File: src/design/tfwp_pkg.sv
`timescale 1ns / 1ps
package tfwp_pkg;

  localparam int FRAME_BYTES_DEF = 60;
  localparam int FRAME_BYTES_MIN = 52;
  localparam int FRAME_BYTES_MAX = 256;
  localparam int SYNC_BYTES      = 4;
  localparam int OFS_NUMBER      = 12;
  localparam int OFS_POS         = 28;
  localparam int POS_WORDS       = 6;

  localparam logic [31:0] PREAMBLE_RESET = 32'h5052_5056;

  typedef logic [7:0]  byte_t;
  typedef logic [31:0] word_t;

  typedef struct packed {
    word_t frame_number;
    word_t pos_x;
    word_t pos_y;
    word_t pos_z;
    word_t azimuth;
    word_t elevation;
    word_t roll;
  } frame_fields_t;

  // window state handed from the cell row to the result stage
  typedef struct packed {
    logic  pend;
    word_t head_word;
    word_t tail_word;
  } sync_view_t;

endpackage

File: src/design/tfwp_cell.sv
`timescale 1ns / 1ps
module tfwp_cell (
  input  logic            clk,
  input  logic            rst_n,
  input  logic            shift_en,
  input  tfwp_pkg::byte_t d_in,
  output tfwp_pkg::byte_t q
);

  tfwp_pkg::byte_t byte_r;
  tfwp_pkg::byte_t byte_nxt;

  always_comb begin
    byte_nxt = byte_r;
    if (shift_en) begin
      byte_nxt = d_in;
    end
  end

  always_ff @(posedge clk) begin
    if (!rst_n) begin
      byte_r <= '0;
    end else begin
      byte_r <= byte_nxt;
    end
  end

  assign q = byte_r;

endmodule

File: src/design/tfwp_result.sv
`timescale 1ns / 1ps
module tfwp_result (
  input  logic                    clk,
  input  logic                    rst_n,
  input  tfwp_pkg::sync_view_t    view,
  input  tfwp_pkg::word_t         preamble,
  input  tfwp_pkg::frame_fields_t fields,
  input  logic                    out_ready,
  output logic                    out_valid,
  output tfwp_pkg::frame_fields_t out_data,
  output logic                    hit,
  output logic                    blocked
);

  logic                    valid_r;
  logic                    valid_nxt;
  tfwp_pkg::frame_fields_t data_r;
  tfwp_pkg::frame_fields_t data_nxt;
  logic                    slot_free;
  logic                    load;

  assign hit       = view.pend && (view.head_word == preamble) && (view.tail_word == preamble);
  assign slot_free = !valid_r || out_ready;
  assign load      = hit && slot_free;
  // a matched window waits here until the output slot drains
  assign blocked   = hit && !slot_free;

  always_comb begin
    valid_nxt = valid_r;
    data_nxt  = data_r;
    if (load) begin
      valid_nxt = 1'b1;
      data_nxt  = fields;
    end else if (out_ready) begin
      valid_nxt = 1'b0;
    end
  end

  always_ff @(posedge clk) begin
    if (!rst_n) begin
      valid_r <= 1'b0;
    end else begin
      valid_r <= valid_nxt;
    end
  end

  always_ff @(posedge clk) begin
    data_r <= data_nxt;
  end

  assign out_valid = valid_r;
  assign out_data  = data_r;

endmodule

File: src/design/tracker_frame_window_parser_unit.sv
`timescale 1ns / 1ps
// frame finder for a serial position tracker
// in_*  : one received byte per beat (in_valid / in_ready)
// out_* : one decoded frame per beat (out_valid / out_ready): frame number at
//         offset 12 and six raw position / orientation words at offsets 28..48
// cfg_* : cfg_wr_en writes the 32-bit preamble, first byte in bits 7:0; write
//         it only while no byte is in flight
// bytes shift through a row of FRAME_BYTES + 4 byte cells; a frame is found
// when the oldest four bytes and the four bytes FRAME_BYTES later both equal
// the preamble, and the frame is the one starting at the oldest byte
// path: a frame's last byte sets the row and pend_r; a match then sets out_valid
// throughput: one byte per cycle while in_ready is high (single row shift)
// reset: the cell row clears to zeros, the preamble returns to "VPRP", no
// result is pending
// stall: while out_ready is low the result holds; a further match that finds
// the output slot full holds the row and drops in_ready until the slot drains
module tracker_frame_window_parser_unit #(
  parameter int FRAME_BYTES = tfwp_pkg::FRAME_BYTES_DEF
) (
  input  logic        clk,
  input  logic        rst_n,
  input  logic        in_valid,
  output logic        in_ready,
  input  logic [7:0]  in_rx_byte,
  output logic        out_valid,
  input  logic        out_ready,
  output logic [31:0] out_frame_number,
  output logic [31:0] out_pos_x,
  output logic [31:0] out_pos_y,
  output logic [31:0] out_pos_z,
  output logic [31:0] out_azimuth,
  output logic [31:0] out_elevation,
  output logic [31:0] out_roll,
  input  logic        cfg_wr_en,
  input  logic [31:0] cfg_wr_data
);

  localparam int WIN_LEN = FRAME_BYTES + tfwp_pkg::SYNC_BYTES;

  tfwp_pkg::byte_t         win [WIN_LEN];
  tfwp_pkg::word_t         preamble_r;
  tfwp_pkg::word_t         preamble_nxt;
  logic                    pend_r;
  logic                    pend_nxt;
  logic                    in_fire;
  logic                    hit;
  logic                    blocked;
  tfwp_pkg::sync_view_t    view;
  tfwp_pkg::frame_fields_t fields;
  tfwp_pkg::frame_fields_t out_data;
  tfwp_pkg::word_t         pos_words [tfwp_pkg::POS_WORDS];

  assign in_ready = !blocked;
  assign in_fire  = in_valid && in_ready;

  // newest byte enters the top cell, each cell takes its upper neighbor
  for (genvar i = 0; i < WIN_LEN; i++) begin : g_cell
    tfwp_pkg::byte_t d;
    if (i == WIN_LEN - 1) begin : g_top
      assign d = in_rx_byte;
    end else begin : g_mid
      assign d = win[i+1];
    end
    tfwp_cell u_cell (
      .clk      (clk),
      .rst_n    (rst_n),
      .shift_en (in_fire),
      .d_in     (d),
      .q        (win[i])
    );
  end

  for (genvar k = 0; k < tfwp_pkg::POS_WORDS; k++) begin : g_pos
    localparam int OFS = tfwp_pkg::OFS_POS + 4 * k;
    assign pos_words[k] = {win[OFS+3], win[OFS+2], win[OFS+1], win[OFS]};
  end

  always_comb begin
    fields.frame_number = {win[tfwp_pkg::OFS_NUMBER+3], win[tfwp_pkg::OFS_NUMBER+2],
                           win[tfwp_pkg::OFS_NUMBER+1], win[tfwp_pkg::OFS_NUMBER]};
    fields.pos_x        = pos_words[0];
    fields.pos_y        = pos_words[1];
    fields.pos_z        = pos_words[2];
    fields.azimuth      = pos_words[3];
    fields.elevation    = pos_words[4];
    fields.roll         = pos_words[5];
  end

  always_comb begin
    view.pend      = pend_r;
    view.head_word = {win[3], win[2], win[1], win[0]};
    view.tail_word = {win[FRAME_BYTES+3], win[FRAME_BYTES+2],
                      win[FRAME_BYTES+1], win[FRAME_BYTES]};
  end

  // pend_r: the row moved and its new contents are still to be judged
  always_comb begin
    pend_nxt     = in_fire || blocked;
    preamble_nxt = preamble_r;
    if (cfg_wr_en) begin
      preamble_nxt = cfg_wr_data;
    end
  end

  always_ff @(posedge clk) begin
    if (!rst_n) begin
      pend_r     <= 1'b0;
      preamble_r <= tfwp_pkg::PREAMBLE_RESET;
    end else begin
      pend_r     <= pend_nxt;
      preamble_r <= preamble_nxt;
    end
  end

  tfwp_result u_result (
    .clk       (clk),
    .rst_n     (rst_n),
    .view      (view),
    .preamble  (preamble_r),
    .fields    (fields),
    .out_ready (out_ready),
    .out_valid (out_valid),
    .out_data  (out_data),
    .hit       (hit),
    .blocked   (blocked)
  );

  assign out_frame_number = out_data.frame_number;
  assign out_pos_x        = out_data.pos_x;
  assign out_pos_y        = out_data.pos_y;
  assign out_pos_z        = out_data.pos_z;
  assign out_azimuth      = out_data.azimuth;
  assign out_elevation    = out_data.elevation;
  assign out_roll         = out_data.roll;

  a_accept_pends: assert property (@(posedge clk) disable iff (!rst_n)
    in_fire |=> pend_r)
    else $error("accepted beat left no pending evaluation");

  a_row_holds: assert property (@(posedge clk) disable iff (!rst_n)
    !in_fire |=> $stable(win[0]) && $stable(win[WIN_LEN-1]))
    else $error("cell row moved without an accepted beat");

  a_new_result_from_hit: assert property (@(posedge clk) disable iff (!rst_n)
    (!out_valid || out_ready) && !hit |=> !out_valid)
    else $error("result appeared without a matched window");

  a_blocked_holds: assert property (@(posedge clk) disable iff (!rst_n)
    blocked |-> !in_ready ##1 pend_r)
    else $error("matched window lost while output was stalled");

endmodule
File: config.mk
export PLATFORM = sky130hd
export DESIGN_NAME = tracker_frame_window_parser_unit
export DESIGN_NICKNAME = d
export VERILOG_FILES = /design/src/design/tfwp_pkg.sv /design/src/design/tfwp_cell.sv /design/src/design/tfwp_result.sv /design/src/design/tracker_frame_window_parser_unit.sv
export SDC_FILE = /design/constraint.sdc
export NUM_CORES = 1
export LEC_CHECK = 0
export BUFFER_PORTS_ARGS = -buffer_cell sky130_fd_sc_hd__buf_2
export CORE_AREA = 3 3 236 296
export DETAILED_ROUTE_END_ITERATION = 6
export DIE_AREA = 0 0 239 299
export HOLD_SLACK_MARGIN = 0.05
export PLACE_DENSITY_LB_ADDON = 0.12
export SLEW_MARGIN = 15
export SYNTH_ARGS = -nofsm -noshare
export SYNTH_HDL_FRONTEND = slang
export SYNTH_HIERARCHICAL = 1
export SYNTH_SLANG_ARGS = --single-unit
File: constraint.sdc
create_clock -name clk -period 65.3 [get_ports clk]
set_input_delay 16.325 -clock clk [delete_from_list [all_inputs] [get_ports clk]]
set_output_delay 16.325 -clock clk [all_outputs]
set_load 0.01 [all_outputs]
==> results of run 1 <==
## flip-flops by register name, indices dropped and copies added, names as in the netlist
| name | flops |
|---|---|
| preamble_r | 32 |
| g_cell.u_cell/q | 512 |
| pend_r | 1 |
| u_result/out_valid | 1 |
| u_result/out_data | 224 |
## stage by stage
stage | util | instance area, um^2 | power [uW] | setup WS [ns]
global route | 0.484 | 32500 | 997 | 31.76
finish | 0.484 | 32500 | 960 | 31.83
detailed placement | 0.447 | 30000 | 537 | 31.82
CTS | 0.484 | 32500 | 977 | 31.82
global placement | 0.447 | 30000 | 536 | 31.83
floorplan | - | 28200 | 531 | 32.21
## cells in the final DEF (no fill, tap or decap), types with 4 or more instances in the layout
master     instances
o2111ai_1          4
clkbuf_1          20
xnor2_1           43
nand3_1            4
bufinv_16          6
nor2b_1          537
xor2_1             4
buf_4             12
nand4_1           21
clkinv_2           8
inv_1              5
edfxtp_1         224
buf_2            269
nand2_1           15
mux2i_1          544
clkbuf_8           8
clkinv_1           7
dfxtp_1          546
nand2b_1           7
clkbuf_16         79
nor4_1             4
## power groups by stage
stage	sequential, uW	combinational (uW)	clock [uW]
global route	493	35.1	468
detailed placement	504	33.0	0
CTS	493	33.0	451
global placement	504	32.8	0
finish	493	32.8	434
floorplan	502	28.1	0
## final cells by class
cell class                      count  area (um^2)
Fill cell                        5992        34700
Clock buffer                      107         2160
Timing Repair Buffer              284         1490
Multi-Input combinational cell   1207         9720
Clock inverter                     29          329
Tap cell                          864         1080
Sequential cell                   770        17700
Inverter                            5         18.8
## worst max-delay path, delay by kind of cell
kind	cells	cell delay [ns]
and+or+nand+nor	1	0.46
buffers and inverters	3	0.35
## worst max-delay path by stage
stage | from | endpoint | slack, ns
6_report | out_ready | in_ready | 31.83
5_1_grt | out_ready | in_ready | 31.76
4_1_cts | out_ready | in_ready | 31.82
3_5_place_dp | out_ready | in_ready | 31.82
3_3_place_gp | out_ready | in_ready | 31.83
2_1_floorplan | out_ready | in_ready | 32.21
## routing by layer
layer  vias to the layer above  share of wire  track usage
li1                       7699              -            -
met1                      7259           0.46        0.198
met2                       313           0.48        0.249
met3                        84          0.046       0.0291
met4                         2          0.019       0.0471
met5                         -        0.00013            0
==> results.ini, run 1 <==
[outcome]
status=completed

[sta]
finalSetupViolCount=0
fmaxAchievable_mhz=29.9
clock-skew-final_ns=0.0207
max_slew.worst_pin.slew_ns=1.05
whs_ns=0.450
slew_headroom=0.299
timing_max_transition_violations_final=0
setup_tns_ns=0
grt_setup_unrepaired=false
report.final.hold_viol_count=0
timing.final.crit_share=0.513
layout_min_cycle_time_ns=33.47

[setup_path]
crit_chain=buf_2 -> nor4b_2 -> inv_1 -> buf_2
worstReg2RegStart=preamble_r[31]
regToRegEndpoint=g_cell[33].u_cell/q[6]
slowest_stage=nor4b_2
reg2reg_setup_slack_ns=60.21
cp-end-kind=primary output
cp_slowest_stage_delay_ns=0.46
worstPathRequired_ns=48.98
cp_data_arrival_time_ns=17.14
critPathKind=in -> out
startpoint_type=primary input
crit_fanout=3
worstRegToRegCells=12
cp_common_cell=buf_2

[global_route]
grt_pass1_vias=15400
grt_start_max_net_pins=232
grt_use_total=0.150
initial_antenna_violation_count=1
overflow=0
grt_pass1_wl_um=86800

[power]
swShare=0.206
switching_power_total_uw=198
power_frac_clock=0.452
max-vdd-ir-drop_uv=21.0
power.static_leakage_uw=0.0125
cellPowerDensity_nw_per_um2=29.6
power_frac_seq=0.513
power_frac_comb=0.034
cellInternalPower_uw=762

[cts]
cts-root-buf=clkbuf_16
clock_insertion_delay_worst_skew_ns=0.61
cts_made_buffers=77
tritoncts=yes
post-cts-setup-buffer-count=0
post_cts_resized=0
cts_max_level=3
cts_buffer_depth=3
path_clk_slew_ns=0.06
post_cts_hold_buffer_count=0
numClockSinks=770

[floorplanning]
dieArea_um2=71500
placement_rows=106
core_area_um2=67100
die_h_um=299
floorplan.io_pins=271
floorplan.die.width_um=239
initial_utilization=0.420

[detailed_routing]
wl_per_instance_um=16.6
detail_route.first_pass.iterations=5
final_ant_viol_nets=0
route.detailed.drc=0
route.final.wire_length_um=54200
vias_per_cell=4.70
total_via_count_after_detailed_routing=15400
drtIter0Drc=835

[worst_hold_path]
min_from=g_cell[51].u_cell/q[6]
hold_path.class=reg -> reg
hold_depth=0
worst_hold_path_endpoint=u_result/out_data[30]

[layout]
area.growth.synth_to_final_pct=15.2
count_of_placed_standard_cells_in_the_final_layout_fillers_left_out=3266
insertedDiodeCount=0
final_layout_size_suffix_gt1_frac=0.166
fin_nets=2390

[logic_synthesis]
post_synth_instance_area_um2=28200
syn-num-nets=2098
postSynthAreaPerCell_um2=13.7
synth.yosys.warnings=6
synth_cells=2053

[place]
detailed_place_hpwl_um=34000
dp_cells=3130
placement.io_buffers=270
placer_s_final_routability_congestion_estimate=0.886

[run]
max_cap_violations=0

No activity file was read; power rests on OpenSTA's default activity.
==> inputs of run 2 (changes only) <==
clock period = 30 ns   (was 65.3 ns; I/O delays follow)
==> results.ini, run 2 (synthesis results as in run 1) <==
[floorplanning]
die_h_um=299  ; unchanged
initial_utilization=0.420  ; unchanged
placement_rows=106  ; unchanged
core_area_um2=67100  ; unchanged
floorplan.io_pins=271  ; unchanged
floorplan.die.width_um=239  ; unchanged
dieArea_um2=71500  ; unchanged

[place]
detailed_place_hpwl_um=34100  ; +0.44%
placer_s_final_routability_congestion_estimate=0.874  ; -1.4%
placement.io_buffers=270  ; unchanged
dpl_worst_slack_ns=14.16  ; -17.67 ns

[detailed_routing]
route.detailed.drc=0  ; unchanged
wl_per_instance_um=16.8  ; +1.0%
drtIter0Drc=753  ; -9.8%
final_ant_viol_nets=0  ; unchanged
detail_route.first_pass.iterations=5  ; unchanged
total_via_count_after_detailed_routing=15300  ; -0.41%
route.final.wire_length_um=54900  ; +1.1%
vias_per_cell=4.68  ; -0.53%

[power]
cellPowerDensity_nw_per_um2=65.2  ; +120%
power.static_leakage_uw=0.0126  ; +1.0%
total_power_uw=2120  ; +120%
max-vdd-ir-drop_uv=41.5  ; +98%

[sta]
layout_min_cycle_time_ns=15.80
grt_setup_unrepaired=false
slew_headroom=0.199  ; -0.0996
fmaxAchievable_mhz=63.3
clock-skew-final_ns=0.0145  ; -0.00627 ns
report.final.hold_viol_count=0  ; unchanged
finalSetupViolCount=0  ; unchanged
whs_ns=0.449  ; -0.000597 ns
timing.final.crit_share=0.527
max_slew.worst_pin.slew_ns=1.20  ; +0.149 ns
timing_max_transition_violations_final=0  ; unchanged
postLayoutSetupSlackWorst_ns=14.20  ; -17.63 ns
setup_tns_ns=0  ; unchanged

[cts]
tritoncts=yes
numClockSinks=770  ; unchanged
post_cts_resized=0  ; unchanged
path_clk_slew_ns=0.06  ; about the same
cts_buffer_depth=3  ; unchanged
post-cts-setup-buffer-count=0  ; unchanged
cts_made_buffers=78  ; +1.3%
cts_max_level=3  ; unchanged
cts-root-buf=clkbuf_16
clock_insertion_delay_worst_skew_ns=0.60  ; about the same
post_cts_hold_buffer_count=0  ; unchanged

[global_route]
grt_pass1_vias=15300  ; -0.62%
grt_pass1_wl_um=87500  ; +0.84%
grt_use_total=0.151  ; +0.00123
initial_antenna_violation_count=0  ; -1
overflow=0  ; unchanged
grt_start_max_net_pins=224  ; -3.4%

[setup_path]
cp-end-kind=primary output
regToRegEndpoint=g_cell[38].u_cell/q[2]
worstRegToRegCells=11  ; -1
critPathKind=in -> out
worstPathRequired_ns=22.50  ; -26.48 ns
reg2reg_setup_slack_ns=25.60  ; -34.61 ns
cp_data_arrival_time_ns=8.30  ; -8.84 ns
startpoint_type=primary input
crit_fanout=3  ; unchanged
worstReg2RegStart=preamble_r[31]

[layout]
area.growth.synth_to_final_pct=15.7
layout_commonest_cell=dfxtp_1
fin_nets=2388  ; -0.084%
largest_register_ffs=512  ; unchanged
insertedDiodeCount=0  ; unchanged
final_layout_size_suffix_gt1_frac=0.168  ; +0.00180
final_cell_mix=dfxtp_1 (546), mux2i_1 (544), nor2b_1 (537)

[worst_hold_path]
hold_path.class=reg -> reg
hold_depth=0  ; unchanged
min_from=g_cell[45].u_cell/q[6]
worst_hold_path_endpoint=u_result/out_data[46]

[run]
max_cap_violations=0  ; unchanged

[outcome]
status=completed

-- run 2: changes by cell type in the layout (fill, tap and decap cells not counted), sizes merged --
cell / change
clkbuf: +7
buf: -3
inv: +3
clkinv: -2
clkinvlp: -1
-- run 2: worst max path at each step --
| stage | from | to | cells after the start |
|---|---|---|---|
| detailed placement | out_ready | in_ready | 4 |
| global placement | out_ready | in_ready | 4 |
| floorplan | out_ready | u_result/out_data[0] | 2 |
| global route | out_ready | in_ready | 4 |
| finish | out_ready | in_ready | 4 |
| CTS | out_ready | in_ready | 4 |
-- run 2: layer usage --
metal	up-vias	global-route usage	part of all wire
li1	7706	-	-
met1	7201	0.202	0.46
met2	305	0.246	0.47
met3	82	0.0329	0.048
met4	0	0.0444	0.021
met5	-	0	0
-- run 2: metrics by stage --
stage / util / instances / cell area, um^2
final: 0.486 / 3270 / 32600
after floorplan: - / 2053 / 28200
after global routing: 0.486 / 3270 / 32600
after CTS: 0.486 / 3270 / 32600
after detailed placement: 0.447 / 3127 / 30000
after global placement: 0.447 / 3127 / 30000
-- run 2: layout make-up --
type / instances / area (um^2)
Fill cell: 5967 / 34500
Tap cell: 864 / 1080
Multi-Input combinational cell: 1207 / 9720
Clock inverter: 29 / 355
Timing Repair Buffer: 281 / 1490
Clock buffer: 114 / 2270
Inverter: 5 / 18.8
Sequential cell: 770 / 17700
-- run 2: power by group --
group | switching, uW | leakage, uW | internal, uW
Combinational | 36.2 | 0.00491 | 35.7
Sequential | 5.40 | 0.00640 | 1070
Clock | 399 | 0.00128 | 580
Total | 441 | 0.0126 | 1680
-- run 2: critical path, stage by stage --
cell,delay [ns]
buf_2,0.11
nor4b_2,0.45
inv_1,0.09
buf_2,0.15
==> inputs of run 3 (changes only) <==
ABC_AREA = 1   (was not set)
CORE_AREA = 3 3 253 318   (was 3 3 236 296)
DIE_AREA = 0 0 256 321   (was 0 0 239 299)
clock period = 15.1 ns   (was 30 ns; I/O delays follow)
==> results.ini, run 3 <==
[setup_path]
cp_data_arrival_time_ns=4.65  ; -3.65 ns
critical_path.startpoint=out_ready
startpoint_type=primary input
crit_fanout=3  ; unchanged
slowest_stage=nor2_1
worstPathRequired_ns=11.32  ; -11.18 ns
cp_slowest_stage_delay_ns=0.27  ; -0.18 ns
reg2reg_setup_slack_ns=10.71  ; -14.89 ns
regToRegEndpoint=g_cell[47].u_cell/q[5]
crit_chain=buf_2 -> nor2_1 -> inv_1 -> nor2_1 -> inv_1 -> buf_2
worstRegToRegCells=16  ; +5
worstReg2RegStart=preamble_r[17]
critPathKind=in -> out
cp-end-kind=primary output

[cts]
numClockSinks=770  ; unchanged
cts_max_level=3  ; unchanged
path_clk_slew_ns=0.06  ; about the same
post-cts-setup-buffer-count=0  ; unchanged
post_cts_resized=0  ; unchanged
post_cts_hold_buffer_count=0  ; unchanged
cts_made_buffers=78  ; unchanged
cts_buffer_depth=3  ; unchanged
clock_insertion_delay_worst_skew_ns=0.62  ; +0.02 ns
tritoncts=yes
cts-root-buf=clkbuf_16

[layout]
largest_register_ffs=512  ; unchanged
count_of_placed_standard_cells_in_the_final_layout_fillers_left_out=5342  ; +63%
fin_nets=4274  ; +79%
area.growth.synth_to_final_pct=8.54
final_layout_size_suffix_gt1_frac=0.133  ; -0.0347
layout_commonest_cell=nand2_1
utilization=0.456  ; -0.0298
final_cell_mix=nand2_1 (1142), nor2_1 (1123), inv_1 (610)

[logic_synthesis]
synth.yosys.warnings=6  ; unchanged
postSynthAreaPerCell_um2=8.00  ; -42%
post_synth_instance_area_um2=32500  ; +15%
synth_cells=4068  ; +98%
syn-num-nets=4113  ; +96%

[power]
power_frac_seq=0.495  ; -0.010
power.static_leakage_uw=0.0165  ; +31%
switching_power_total_uw=1110  ; +150%
power_frac_clock=0.432  ; -0.029
swShare=0.240  ; +0.0322
cellInternalPower_uw=3510  ; +110%
power_frac_comb=0.074  ; +0.040
total_power_uw=4620  ; +120%
max-vdd-ir-drop_uv=73.6  ; +77%
cellPowerDensity_nw_per_um2=131  ; +100%

[detailed_routing]
total_via_count_after_detailed_routing=22300  ; +46%
route.detailed.drc=0  ; unchanged
drtIter0Drc=1184  ; +57%
final_ant_viol_nets=0  ; unchanged
vias_per_cell=4.18  ; -11%
route.final.wire_length_um=64900  ; +18%
detail_route.first_pass.iterations=5  ; unchanged
wl_per_instance_um=12.1  ; -28%

[sta]
timing_max_transition_violations_final=0  ; unchanged
layout_min_cycle_time_ns=8.43
whs_ns=0.453  ; +0.00348 ns
timing.final.crit_share=0.558
grt_setup_unrepaired=false
finalSetupViolCount=0  ; unchanged
report.final.hold_viol_count=0  ; unchanged
clock-skew-final_ns=0.0141  ; -0.000417 ns
slew_headroom=0.248  ; +0.0489
max_slew.worst_pin.slew_ns=1.13  ; -0.0734 ns
fmaxAchievable_mhz=119
setup_tns_ns=0  ; unchanged

[place]
placer_s_final_routability_congestion_estimate=0.869  ; -0.60%
detailed_place_hpwl_um=41100  ; +21%
placement.io_buffers=270  ; unchanged
dp_cells=5193  ; +66%

[floorplanning]
floorplan.die.width_um=256  ; +7.1%
core_area_um2=77500  ; +15%
die_h_um=321  ; +7.4%
floorplan.io_pins=271  ; unchanged
initial_utilization=0.420  ; about the same
placement_rows=114  ; +7.5%
dieArea_um2=82200  ; +15%

[outcome]
status=completed

[global_route]
grt_start_max_net_pins=229  ; +2.2%
initial_antenna_violation_count=9  ; +9
grt_use_total=0.155  ; +0.00407
grt_pass1_vias=20000  ; +31%
grt_pass1_wl_um=105000  ; +19%
overflow=0  ; unchanged

[run]
max_cap_violations=0  ; unchanged

[worst_hold_path]
hold_path.class=reg -> reg
worst_hold_path_endpoint=u_result/out_data[96]
hold_depth=0  ; unchanged
min_from=g_cell[36].u_cell/q[0]

run 3: changes by cell type in the layout (fill, tap and decap cells not counted), sizes merged, moves of 5 or more:
cell	change
nand4	-7
mux2i	-544
xnor2	-33
o21ai	+5
nor2b	-537
clkbuf	-11
nand2	+1261
nand2b	-7
nor4	-6
clkinv	+10
nor2	+1126
nand3	+18
inv	+616
run 3: how the worst max path moves through the flow:
stage | end | slack, ns | depth (start not counted)
global route | in_ready | 6.56 | 6
detailed placement | in_ready | 6.68 | 6
finish | in_ready | 6.67 | 6
global placement | in_ready | 6.67 | 6
CTS | in_ready | 6.67 | 6
floorplan | u_result/out_data[0] | 1.24 | 2
run 3: final cells by class:
cell class,instances,area (um^2)
fillers,7962,42100
inverters,624,2340
multi-input cells,2471,9800
well taps,1044,1310
diodes,3,7.51
flip-flops and latches,770,17700
repair buffers,284,1520
clock buffers,103,2160
clock inverters,43,519
run 3: power groups by stage:
stage	Clock [uW]	Combinational, uW	Sequential, uW
finish	1990	340	2290
floorplan	0	347	2310
detailed placement	0	344	2330
CTS	2070	345	2290
global route	2150	403	2300
global placement	0	340	2330
run 3: worst max-delay path: cells and delay by family:
family        cells  cell delay, ns
buf+inv           4            0.39
simple gates      2            0.49
run 3: routing by layer:
metal | up-vias | part of all wire | global-route usage | wire length [um]
met5 | - | 0 | 0 | 0
met4 | 0 | 0.021 | 0.0482 | 1350
met3 | 86 | 0.045 | 0.0306 | 2940
met2 | 332 | 0.48 | 0.267 | 30900
met1 | 9751 | 0.46 | 0.197 | 29700
li1 | 12100 | - | - | -
run 3: metrics by stage:
stage / worst slack (ns) / instance area (um^2)
after CTS: 6.67 / 35300
after detailed placement: 6.68 / 32600
after floorplan: 1.24 / 32500
after global routing: 6.56 / 35300
after global placement: 6.67 / 32600
final: 6.67 / 35300
